$ cat config.mk
export PLATFORM = sky130hd
export DESIGN_NAME = ctc_greedy_decoder_core
export DESIGN_NICKNAME = d
export VERILOG_FILES = /design/src/rtl/ctcgd_pkg.sv /design/src/rtl/ctc_greedy_decoder_core.sv /design/src/rtl/ctcgd_fifo.sv /design/src/rtl/ctcgd_front.sv /design/src/rtl/ctcgd_back.sv
export SDC_FILE = /design/constraint.sdc
export NUM_CORES = 1
export LEC_CHECK = 0
export BUFFER_PORTS_ARGS = -buffer_cell sky130_fd_sc_hd__buf_2
export CORE_MARGIN = 2
export CORE_UTILIZATION = 55
export DETAILED_ROUTE_END_ITERATION = 10
export PLACE_DENSITY = 0.83
export REMOVE_ABC_BUFFERS = 1
export SYNTH_ARGS = -nofsm -noshare
export SYNTH_HDL_FRONTEND = slang
export SYNTH_SLANG_ARGS = --single-unit
$ cat constraint.sdc
create_clock -name clk -period 6 [get_ports clk]
set_input_delay 0.3 -clock clk [delete_from_list [all_inputs] [get_ports clk]]
set_output_delay 0.3 -clock clk [all_outputs]
set_load 0.01 [all_outputs]
$ cat src/rtl/ctcgd_pkg.sv
package ctcgd_pkg;

  localparam int unsigned CLS_W   = 13;
  localparam int unsigned SCORE_W = 16;
  localparam int unsigned STEP_W  = 10;
  localparam int unsigned LEN_W   = 11;
  localparam int unsigned SUM_W   = 26;
  localparam int unsigned QDEPTH  = 4;
  localparam int unsigned QPTR_W  = 2;
  localparam int unsigned QCNT_W  = 3;

  localparam logic [CLS_W-1:0] DICT_RESET = 13'd8191;
  localparam logic [CLS_W-1:0] BLANK      = '0;

  typedef struct packed {
    logic               nochar;
    logic               eol;
    logic [CLS_W-1:0]   cls;
    logic [SUM_W-1:0]   sum;
    logic [LEN_W-1:0]   len;
    logic [STEP_W-1:0]  first;
    logic [STEP_W-1:0]  final_s;
  } run_rec_t;

  typedef struct packed {
    logic     push0;
    logic     push1;
    run_rec_t rec0;
    run_rec_t rec1;
  } q_push_t;

endpackage

$ cat src/rtl/ctc_greedy_decoder_core.sv
// channel   direction  handshake            payload
// in        input      in_valid/in_ready    score, last_class, last_step
// out       output     out_valid/out_ready  char_index .. end_of_line
// cfg       input      cfg_wr_en            cfg_wr_data (dictionary size)
//
// one score beat per cycle while the run queue has room for two records
// each emitted run passes through the back end's idle, bit-serial mean divider and hold states
// an empty marker skips the divider; the queue holds 4 records
// rst is synchronous: scores, runs and queue clear, dictionary size returns to 8191
// out stalls back up through the queue to in_ready only when the queue holds more than two records
module ctc_greedy_decoder_core
  import ctcgd_pkg::*;
#(
  parameter int unsigned MAX_CLASSES = 8192,
  parameter int unsigned MAX_STEPS   = 1024
) (
  input  logic               clk,
  input  logic               rst,
  input  logic               cfg_wr_en,
  input  logic [CLS_W-1:0]   cfg_wr_data,
  input  logic               in_valid,
  output logic               in_ready,
  input  logic [SCORE_W-1:0] score,
  input  logic               last_class,
  input  logic               last_step,
  output logic               out_valid,
  input  logic               out_ready,
  output logic [CLS_W-1:0]   char_index,
  output logic               outside_dictionary,
  output logic [SCORE_W-1:0] mean_confidence,
  output logic [STEP_W-1:0]  first_step,
  output logic [STEP_W-1:0]  final_step,
  output logic               no_character,
  output logic               end_of_line
);

  logic [CLS_W-1:0]  dictionary_size;
  q_push_t           q_wr;
  run_rec_t          q_data;
  logic              q_empty;
  logic              q_pop;
  logic [QCNT_W-1:0] q_count;

  always_ff @(posedge clk) begin
    if (rst) begin
      dictionary_size <= DICT_RESET;
    end else if (cfg_wr_en) begin
      dictionary_size <= cfg_wr_data;
    end
  end

  assign in_ready = q_count <= QCNT_W'(QDEPTH - 2);

  ctcgd_front #(
    .MAX_CLASSES (MAX_CLASSES),
    .MAX_STEPS   (MAX_STEPS)
  ) u_front (
    .clk        (clk),
    .rst        (rst),
    .accept     (in_valid && in_ready),
    .score      (score),
    .last_class (last_class),
    .last_step  (last_step),
    .wr         (q_wr)
  );

  ctcgd_fifo u_queue (
    .clk     (clk),
    .rst     (rst),
    .wr      (q_wr),
    .pop     (q_pop),
    .rd_data (q_data),
    .empty   (q_empty),
    .count   (q_count)
  );

  ctcgd_back u_back (
    .clk                (clk),
    .rst                (rst),
    .dict_size          (dictionary_size),
    .q_empty            (q_empty),
    .q_data             (q_data),
    .q_pop              (q_pop),
    .out_valid          (out_valid),
    .out_ready          (out_ready),
    .char_index         (char_index),
    .outside_dictionary (outside_dictionary),
    .mean_confidence    (mean_confidence),
    .first_step         (first_step),
    .final_step         (final_step),
    .no_character       (no_character),
    .end_of_line        (end_of_line)
  );

  a_queue_bound: assert property (@(posedge clk) disable iff (rst)
    q_count <= QCNT_W'(QDEPTH))
    else $error("run queue overflow");

  a_empty_marker: assert property (@(posedge clk) disable iff (rst)
    out_valid && no_character |-> end_of_line && char_index == '0 && mean_confidence == '0)
    else $error("empty marker carries data");

  a_run_order: assert property (@(posedge clk) disable iff (rst)
    out_valid && !no_character |-> first_step <= final_step)
    else $error("run ends before it begins");

  a_pop_nonempty: assert property (@(posedge clk) disable iff (rst)
    q_pop |-> !q_empty)
    else $error("pop from empty queue");

endmodule

$ cat src/rtl/ctcgd_fifo.sv
module ctcgd_fifo
  import ctcgd_pkg::*;
(
  input  logic                  clk,
  input  logic                  rst,
  input  q_push_t               wr,
  input  logic                  pop,
  output run_rec_t              rd_data,
  output logic                  empty,
  output logic [QCNT_W-1:0]     count
);

  run_rec_t             mem [QDEPTH];
  logic [QPTR_W-1:0]    wptr;
  logic [QPTR_W-1:0]    rptr;
  logic [QPTR_W-1:0]    wptr_inc;
  logic [QCNT_W-1:0]    n_push;

  assign wptr_inc = wptr + QPTR_W'(1);
  assign n_push   = QCNT_W'(wr.push0) + QCNT_W'(wr.push0 & wr.push1);
  assign rd_data  = mem[rptr];
  assign empty    = (count == '0);

  always_ff @(posedge clk) begin
    if (wr.push0) begin
      mem[wptr] <= wr.rec0;
    end
    if (wr.push0 && wr.push1) begin
      mem[wptr_inc] <= wr.rec1;
    end
  end

  always_ff @(posedge clk) begin
    if (rst) begin
      wptr  <= '0;
      rptr  <= '0;
      count <= '0;
    end else begin
      wptr  <= wptr + QPTR_W'(n_push);
      if (pop) begin
        rptr <= rptr + QPTR_W'(1);
      end
      count <= count + n_push - QCNT_W'(pop);
    end
  end

endmodule

$ cat src/rtl/ctcgd_front.sv
module ctcgd_front
  import ctcgd_pkg::*;
#(
  parameter int unsigned MAX_CLASSES = 8192,
  parameter int unsigned MAX_STEPS   = 1024
) (
  input  logic               clk,
  input  logic               rst,
  input  logic               accept,
  input  logic [SCORE_W-1:0] score,
  input  logic               last_class,
  input  logic               last_step,
  output q_push_t            wr
);

  localparam int unsigned CC_W = $clog2(MAX_CLASSES + 1);

  logic [SCORE_W-1:0] step_max_score;
  logic [CLS_W-1:0]   step_max_class;
  logic [CC_W-1:0]    class_counter;
  logic [STEP_W-1:0]  step_counter;
  logic [CLS_W-1:0]   previous_best;
  logic               run_open;
  run_rec_t           run;

  logic               cc_ok;
  logic               take;
  logic [SCORE_W-1:0] cur_score;
  logic [CLS_W-1:0]   cur_class;
  logic               extend;
  logic               open_new;
  logic               emit_close;
  logic               run_open_next;
  run_rec_t           run_next;
  run_rec_t           rec_end;
  run_rec_t           rec_closed;

  assign cc_ok     = class_counter < CC_W'(MAX_CLASSES);
  assign take      = cc_ok && ((class_counter == '0) || (score > step_max_score));
  assign cur_score = take ? score : step_max_score;
  assign cur_class = take ? CLS_W'(class_counter) : step_max_class;

  assign extend     = (cur_class != BLANK) && (cur_class == previous_best) && run_open;
  assign open_new   = (cur_class != BLANK) && !extend;
  assign emit_close = open_new && run_open;

  always_comb begin
    run_next      = run;
    run_open_next = run_open;
    if (extend) begin
      run_next.final_s = step_counter;
      if (run.len < LEN_W'(MAX_STEPS)) begin
        run_next.sum = run.sum + SUM_W'(cur_score);
        run_next.len = run.len + LEN_W'(1);
      end
    end else if (open_new) begin
      run_open_next    = 1'b1;
      run_next.cls     = cur_class;
      run_next.sum     = SUM_W'(cur_score);
      run_next.len     = LEN_W'(1);
      run_next.first   = step_counter;
      run_next.final_s = step_counter;
    end
  end

  always_comb begin
    rec_closed        = run;
    rec_closed.nochar = 1'b0;
    rec_closed.eol    = 1'b0;
    if (run_open_next) begin
      rec_end        = run_next;
      rec_end.nochar = 1'b0;
      rec_end.eol    = 1'b1;
    end else begin
      rec_end        = '0;
      rec_end.nochar = 1'b1;
      rec_end.eol    = 1'b1;
    end
  end

  always_comb begin
    wr       = '0;
    wr.rec0  = emit_close ? rec_closed : rec_end;
    wr.rec1  = rec_end;
    wr.push0 = accept && last_class && (emit_close || last_step);
    wr.push1 = accept && last_class && emit_close && last_step;
  end

  always_ff @(posedge clk) begin
    if (rst) begin
      step_max_score <= '0;
      step_max_class <= '0;
      class_counter  <= '0;
      step_counter   <= '0;
      previous_best  <= BLANK;
      run_open       <= 1'b0;
      run            <= '0;
    end else if (accept) begin
      if (last_class) begin
        step_max_score <= '0;
        step_max_class <= '0;
        class_counter  <= '0;
        if (last_step) begin
          step_counter  <= '0;
          previous_best <= BLANK;
          run_open      <= 1'b0;
          run           <= '0;
        end else begin
          if (step_counter < STEP_W'(MAX_STEPS - 1)) begin
            step_counter <= step_counter + STEP_W'(1);
          end
          previous_best <= cur_class;
          run_open      <= run_open_next;
          run           <= run_next;
        end
      end else if (cc_ok) begin
        step_max_score <= cur_score;
        step_max_class <= cur_class;
        class_counter  <= class_counter + CC_W'(1);
      end
    end
  end

endmodule

$ cat src/rtl/ctcgd_back.sv
module ctcgd_back
  import ctcgd_pkg::*;
(
  input  logic               clk,
  input  logic               rst,
  input  logic [CLS_W-1:0]   dict_size,
  input  logic               q_empty,
  input  run_rec_t           q_data,
  output logic               q_pop,
  output logic               out_valid,
  input  logic               out_ready,
  output logic [CLS_W-1:0]   char_index,
  output logic               outside_dictionary,
  output logic [SCORE_W-1:0] mean_confidence,
  output logic [STEP_W-1:0]  first_step,
  output logic [STEP_W-1:0]  final_step,
  output logic               no_character,
  output logic               end_of_line
);

  typedef enum logic [2:0] {
    S_IDLE = 3'b001,
    S_DIV  = 3'b010,
    S_HOLD = 3'b100
  } state_t;

  state_t               state;
  run_rec_t             rec;
  logic [STEP_W-1:0]    rem;
  logic [SCORE_W-1:0]   dvd;
  logic [SCORE_W-1:0]   quo;
  logic [3:0]           bit_cnt;
  logic [LEN_W-1:0]     trial;
  logic                 fits;
  logic                 out_free;
  logic [CLS_W-1:0]     idx;

  assign trial    = {rem, dvd[SCORE_W-1]};
  assign fits     = trial >= rec.len;
  assign out_free = !out_valid || out_ready;
  assign q_pop    = (state == S_IDLE) && !q_empty;
  assign idx      = rec.cls - CLS_W'(1);

  always_ff @(posedge clk) begin
    if (rst) begin
      state     <= S_IDLE;
      out_valid <= 1'b0;
    end else begin
      if ((state == S_HOLD) && out_free) begin
        out_valid <= 1'b1;
      end else if (out_ready) begin
        out_valid <= 1'b0;
      end
      case (state)
        S_IDLE: begin
          if (!q_empty) begin
            state <= q_data.nochar ? S_HOLD : S_DIV;
          end
        end
        S_DIV: begin
          if (bit_cnt == 4'd15) begin
            state <= S_HOLD;
          end
        end
        S_HOLD: begin
          if (out_free) begin
            state <= S_IDLE;
          end
        end
        default: state <= S_IDLE;
      endcase
    end
  end

  always_ff @(posedge clk) begin
    case (state)
      S_IDLE: begin
        rec     <= q_data;
        rem     <= q_data.sum[SUM_W-1:SCORE_W];
        dvd     <= q_data.sum[SCORE_W-1:0];
        quo     <= '0;
        bit_cnt <= '0;
      end
      S_DIV: begin
        rem     <= fits ? STEP_W'(trial - rec.len) : trial[STEP_W-1:0];
        dvd     <= {dvd[SCORE_W-2:0], 1'b0};
        quo     <= {quo[SCORE_W-2:0], fits};
        bit_cnt <= bit_cnt + 4'd1;
      end
      S_HOLD: begin
        if (out_free) begin
          if (rec.nochar) begin
            char_index         <= '0;
            outside_dictionary <= 1'b0;
            mean_confidence    <= '0;
          end else begin
            char_index         <= idx;
            outside_dictionary <= idx >= dict_size;
            mean_confidence    <= quo;
          end
          first_step   <= rec.first;
          final_step   <= rec.final_s;
          no_character <= rec.nochar;
          end_of_line  <= rec.eol;
        end
      end
      default: ;
    endcase
  end

endmodule

# Yosys cells after proc, flatten, opt, wreduce, memory -nomap -nowiden
# Memory sizes are Yosys's and may differ from the RTL's. A register that Yosys moved wholly into a read port is not among the register bits.
# Cells that the tools add are included.
# W data, S select, Z words.
dict set report word_totals {
  out_inout_bits 54
  n_memories 1
  inputBits 36
  ram_bits 288
  word_cells 136
  register_bits 305
}
dict set report classes {
  order_cmp 7
  n_reduce_logical 31
  n_mux 41
  bitwise_logic 1
  addsub 13
  eq_ne 8
}
# memory depth width read_ports rd_ports_with_merged_regs write_ports line_no
set memory_table {}
lappend memory_table {u_queue.mem 4 72 1 1 2 ctcgd_fifo.sv:13} ;# run_rec_t mem [QDEPTH];
# op n
set ops {}
lappend ops {{$mux W72} 2}
lappend ops {{$mux W70} 2}
lappend ops {{$mux W37} 2}
lappend ops {{$mux W13} 5}
lappend ops {{$pmux W16 S2} 2}
lappend ops {{$mux W10} 5}
lappend ops {{$mux W16} 3}
lappend ops {{$mux W14} 2}
lappend ops {{$add A26 B16 Y26} 1}
lappend ops {{$pmux W10 S2} 1}
lappend ops {{$gt A16 B16 Y1} 1}
lappend ops {{$add A14 B1 Y14 const B} 1}
lappend ops {{$logic_not A14 Y1} 1}
lappend ops {{$lt A14 B14 Y1 const B} 1}
lappend ops {{$eq A13 B13 Y1} 1}
lappend ops {{$ge A13 B13 Y1} 1}
lappend ops {{$logic_and A1 B1 Y1} 13}
lappend ops {{$reduce_bool A13 Y1} 1}
lappend ops {{$sub A13 B1 Y13 const B} 1}
lappend ops {{$mux W3} 4}
lappend ops {{$add A11 B1 Y11 const B} 1}
lappend ops {{$ge A11 B11 Y1} 1}
lappend ops {{$lt A11 B11 Y1 const B} 1}
lappend ops {{$add A10 B1 Y10 const B} 1}
lappend ops {{26 further kinds} 47}

# Logic depth before layout (Yosys ltp)
dict set report logic_depth {
  depth_word 16
  depth_mapped 25
  depth_no_buf 24
}

# Modules after synthesis
# A second synthesis with hierarchy kept.
dict set report hier_totals {
  cells_unflattened 2544
  hier_area_um2 31796.7
}
# module cells_per_inst area_each_um2 n_inst
set by_module_without_submodules {}
lappend by_module_without_submodules {ctcgd_fifo 751 15453.6 1}
lappend by_module_without_submodules {ctcgd_front 1267 9389.0 1}
lappend by_module_without_submodules {ctcgd_back 482 6438.7 1}
lappend by_module_without_submodules {ctc_greedy_decoder_core 44 515.5 1}

# Worst setup path after synthesis
# No wires, ideal clock.
dict set report synth_timing {
  path_kind {flip-flop to flip-flop}
  start {register u_front.step_max_score[14]}
  end {memory u_queue.mem[3][0] in the netlist's numbering, enable pin}
  arrival_time_ps 4699
  slack_ps 561
  setup_time_ps 740
  required_time_ps 5260
  stages_incl_launch_ff 16
  path_cell_list {dfxtp_1 > inv_1 > ha_1 > a21oi_1 > nand2_1 > a221o_1 > o31ai_2 > a21oi_1 > or3_4 > a221o_1 > o21ai_2 > nand2b_1 > clkbuf_1 > nand2_1 > buf_2 > nand2_1}
}
# element line_no
set synth_rtl {}
lappend synth_rtl {{start: declaration} ctcgd_front.sv:18} ;# logic [SCORE_W-1:0] step_max_score;
lappend synth_rtl {{start signal: assignment} ctcgd_front.sv:117} ;# step_max_score <= cur_score;
lappend synth_rtl {{end: declaration} ctcgd_fifo.sv:13}

==> impl_metrics.py <==
metrics = {
    "status": {
        "outcome": "complete, no violations",
    },
    "synthesis": {
        "synth_area_leaders": "edfxtp_1 (45%), dfxtp_1 (12%), mux4_2 (5.6%), nand2_1 (4.1%), ha_1 (3.0%)",
        "yosys_warnings": 0,
        "ys_seq_area_share_pct": 56.4,
        "ys_ff_latch": 595,
        "synth_top_flop_cell": "edfxtp_1",
        "async_flop_share_pct": 0,
        "synth_cell_types": 87,
        "synth.top_cell.area_share_pct": 44.8,
        "syn_area_um2": 28700,
        "yosys.area.top_type": "edfxtp_1",
        "syn_area_per_cell_um2": 11.4,
        "synthCells": 2518,
        "synth-edff-count": 428,
    },
    "grt": {
        "grt_pass1_wl_mm": 119,
        "antenna_found_initial": 0,
        "grt_max_degree": 72,
        "track_usage_pct": 28.4,
        "grt_pass1_vias": 21265,
        "grt.overflow.total": 0,
    },
    "timing": {
        "finalWorstPathRequiredPeriod_ns": 5.65,
        "rsz0062_at_grt": "false",
        "hold_slack_ns": 0.0743,
        "fin_setup_tns_ns": 0,
        "tightest_slew_ns": 1.33,
        "setup_violations": 0,
        "fmax_mhz": 177,
        "timing.final.ws_setup_ns": 0.354,
        "finalCritPeriodShare_pct": 94.1,
        "clock_skew_ns": 0.0306,
        "maxSlewHeadroom_pct": 11.1,
        "hold_viol_final": 0,
        "maxSlewViolCount": 0,
    },
    "min_path": {
        "hold_end": "u_front.step_max_score[4]",
        "hold_depth": 5,
        "hold_class": "input port to flop",
        "worstHoldStart": "score[4]",
    },
    "die": {
        "fp-row-count": 83,
        "pin_count": 90,
        "die_height_um": 232,
        "dieArea_um2": 54000,
        "die_w_um": 232,
        "start_util_pct": 55.8,
        "coreArea_um2": 51400,
    },
    "job": {
        "maxCapViolations": 0,
    },
    "critical_path": {
        "cp_num_buf_inv": 3,
        "arrival_ns": 6.03,
        "reg2reg_from": "u_front.step_max_score[14]",
        "cp_top_family": "compound AO/OA/AOI/OAI gates",
        "worst-r2r-setup-slack_ns": 0.35,
        "crit_slowest_cell": "o41ai_2",
        "slowest_delay_ns": 0.50,
        "worst-path-max-fanout": 6,
        "path_cells": "inv_1 -> ha_1 -> nand4_1 -> nor2_1 -> a221o_1 -> o31a_1 -> nor2_1 -> nor2_1 -> a21oi_1 -> inv_1 -> ha_1 -> inv_1 -> fa_1 -> nor2b_1 -> o21a_1 -> o21ai_0 -> a21oi_1 -> o41ai_2 -> a211oi_2 -> o22ai_1 -> nor4_4 -> and2_1 -> or2_2 -> and3b_1",
        "cp-end-kind": "flop",
        "rr_worst_depth": 24,
        "r2r_end": "u_queue.mem[1][55]",
        "start_kind": "flop",
        "required_ns": 6.38,
        "worst-setup-path-type": "flop to flop",
    },
    "placement": {
        "pre_cts_ws_ns": 0.144,
        "gp_congestion": 0.918,
        "dp_hpwl_mm": 49.6,
        "io_buffers": 89,
        "placed_area_um2": 29900,
        "dpl.cell_count": 3195,
    },
    "layout": {
        "n_antenna_cell": 0,
        "stdcell_count": 3323,
        "fin_nets": 2700,
        "drive_gt1_share_pct": 14.6,
        "utilization_pct": 62.4,
        "design_area_um2": 32100,
        "fill_cells": 3819,
        "syn_to_final_growth_pct": 11.7,
    },
    "power_and_ir_drop": {
        "power_density_nw_per_um2": 363,
        "peakVddDrop_mv": 0.269,
        "p_leak_nw": 11.5,
        "p_total_mw": 11.7,
    },
    "clocking": {
        "cts-root-buf": "clkbuf_16",
        "cts_buffer_depth": 3,
        "cts_inserted_buffers": 59,
        "clk_pin_slew_ns": 0.07,
        "cts_max_level": 2,
        "clk_latency_ns": 0.64,
        "cts_sinks": 595,
        "cts_tree": "built",
    },
    "drt": {
        "avgRoutedWirePerCell_um": 23.2,
        "drt_iter0_drc": 2681,
        "routed_via_density": 6.56,
        "dr.pass1.iters": 6,
        "via_count": 21783,
        "drtAntennaViolNets": 0,
        "drc": 0,
        "wl_mm": 77.0,
    },
}
-- synthesized netlist by cell type (all sizes together), types with 12 or more instances --
cell type	instances
ha	69
a22oi	43
buf	53
nand3	42
and2	34
nor2b	39
inv	87
o211ai	24
nand2b	15
xor2	36
a22o	77
mux2i	30
xnor2	26
edfxtp	428
o21ai	179
o31ai	13
nor3	41
a31oi	36
nand4	28
clkbuf	101
a21oi	93
nand2	312
nor2	224
mux4	72
or3	13
a32o	19
dfxtp	167
a32oi	12
o2bb2ai	16
and3	23
o22ai	38
-- worst register-to-register path: stages, from the launching register on --
cell,delay [ns]
dfxtp_1,0.34
inv_1,0.06
ha_1,0.31
nand4_1,0.24
nor2_1,0.08
a221o_1,0.37
o31a_1,0.35
nor2_1,0.22
nor2_1,0.06
a21oi_1,0.16
inv_1,0.08
ha_1,0.20
inv_1,0.07
fa_1,0.21
nor2b_1,0.06
o21a_1,0.18
o21ai_0,0.33
a21oi_1,0.18
o41ai_2,0.50
a211oi_2,0.19
o22ai_1,0.37
nor4_4,0.11
and2_1,0.22
or2_2,0.31
and3b_1,0.19
-- repair_timing --
action | 4_1_cts | 5_1_grt
endpoints found under the setup margin | 0 | 65
setup buffers | 0 | 3
endpoints found under the hold margin | 13 | 0
resized for setup | 0 | 4
hold buffers | 13 | 0
-- worst max-delay path by stage --
stage,start,slack [ns],to,cells past startpoint
6_report,u_front.step_max_score[14],0.35,u_queue.mem[1][55],24
3_3_place_gp,score[11],0.41,u_queue.mem[1][55],22
3_5_place_dp,score[11],0.14,u_queue.mem[1][55],22
2_1_floorplan,u_front.step_max_score[1],-2.87,u_queue.mem[1][0],13
4_1_cts,u_front.step_max_score[1],0.14,u_queue.mem[1][55],23
5_1_grt,u_front.step_max_score[13],0.02,u_queue.mem[1][55],24
-- power by group --
| group | internal, mW | switching (mW) |
|---|---|---|
| combinational | 0.983 | 1.50 |
| sequential | 5.04 | 0.308 |
| clock | 2.20 | 1.62 |
-- metal layers --
layer  wire, um  global-route usage (%)
met1      29200                    37.0
met2      36100                    46.4
met3       8610                    5.72
met4       3130                    11.9
met5          0                       0
-- state kept, by name (all words and copies together), names as in the netlist, 3 cells and up, named ones only --
| name | count |
|---|---|
| dictionary_size | 13 |
| u_back.state | 3 |
| u_queue.mem | 288 |
| u_front.class_counter | 14 |
| u_front.previous_best | 13 |
| u_front.step_max_class | 13 |
| u_front.step_counter | 10 |
| u_back.final_step | 10 |
| u_back.quo | 16 |
| u_back.char_index | 13 |
| u_back.mean_confidence | 16 |
| u_front.step_max_score | 16 |
| u_back.rec | 46 |
| u_back.dvd | 16 |
| u_front.rec_closed | 70 |
| u_back.first_step | 10 |
| u_queue.count | 3 |
| u_back.rem | 10 |
| u_back.bit_cnt | 4 |
-- cell families (layout without fill, tap and decap cells) --
| kind of cell | after synthesis | count (layout) | share of synthesized area [%] |
|---|---|---|---|
| compound gates | 628 | 628 | 14.9 |
| xor+xnor | 62 | 62 | 1.89 |
| fa+ha+maj | 72 | 72 | 3.22 |
| buf+inv | 242 | 367 | 3.42 |
| flops | 595 | 595 | 56.4 |
| mux | 112 | 112 | 7.09 |
| simple gates | 807 | 807 | 13.0 |
-- placed cells by master, fill, tap and decap left out, types with 29 or more instances in the layout --
master,n
a22oi_1,43
edfxtp_1,428
xor2_1,36
nor3_1,36
nor2_1,219
nand3_1,40
mux2i_1,29
o21ai_0,169
buf_2,89
buf_4,63
a21oi_1,92
and2_1,34
inv_1,85
ha_1,69
mux4_2,72
clkbuf_16,59
o22ai_1,37
nor2b_1,38
dfxtp_1,165
a31oi_1,35
nand2_1,308
a22o_1,77
-- layout make-up --
cell class	instances	area, um^2	area share, %
Inverter	88	330	1.03
Timing Repair Buffer	167	1090	3.40
Clock inverter	38	429	1.34
Multi-Input combinational cell	1681	11600	36.2
Clock buffer	74	1560	4.87
Sequential cell	595	16200	50.5
Tap cell	680	851	2.65
(Power assumes the default switching activity.)
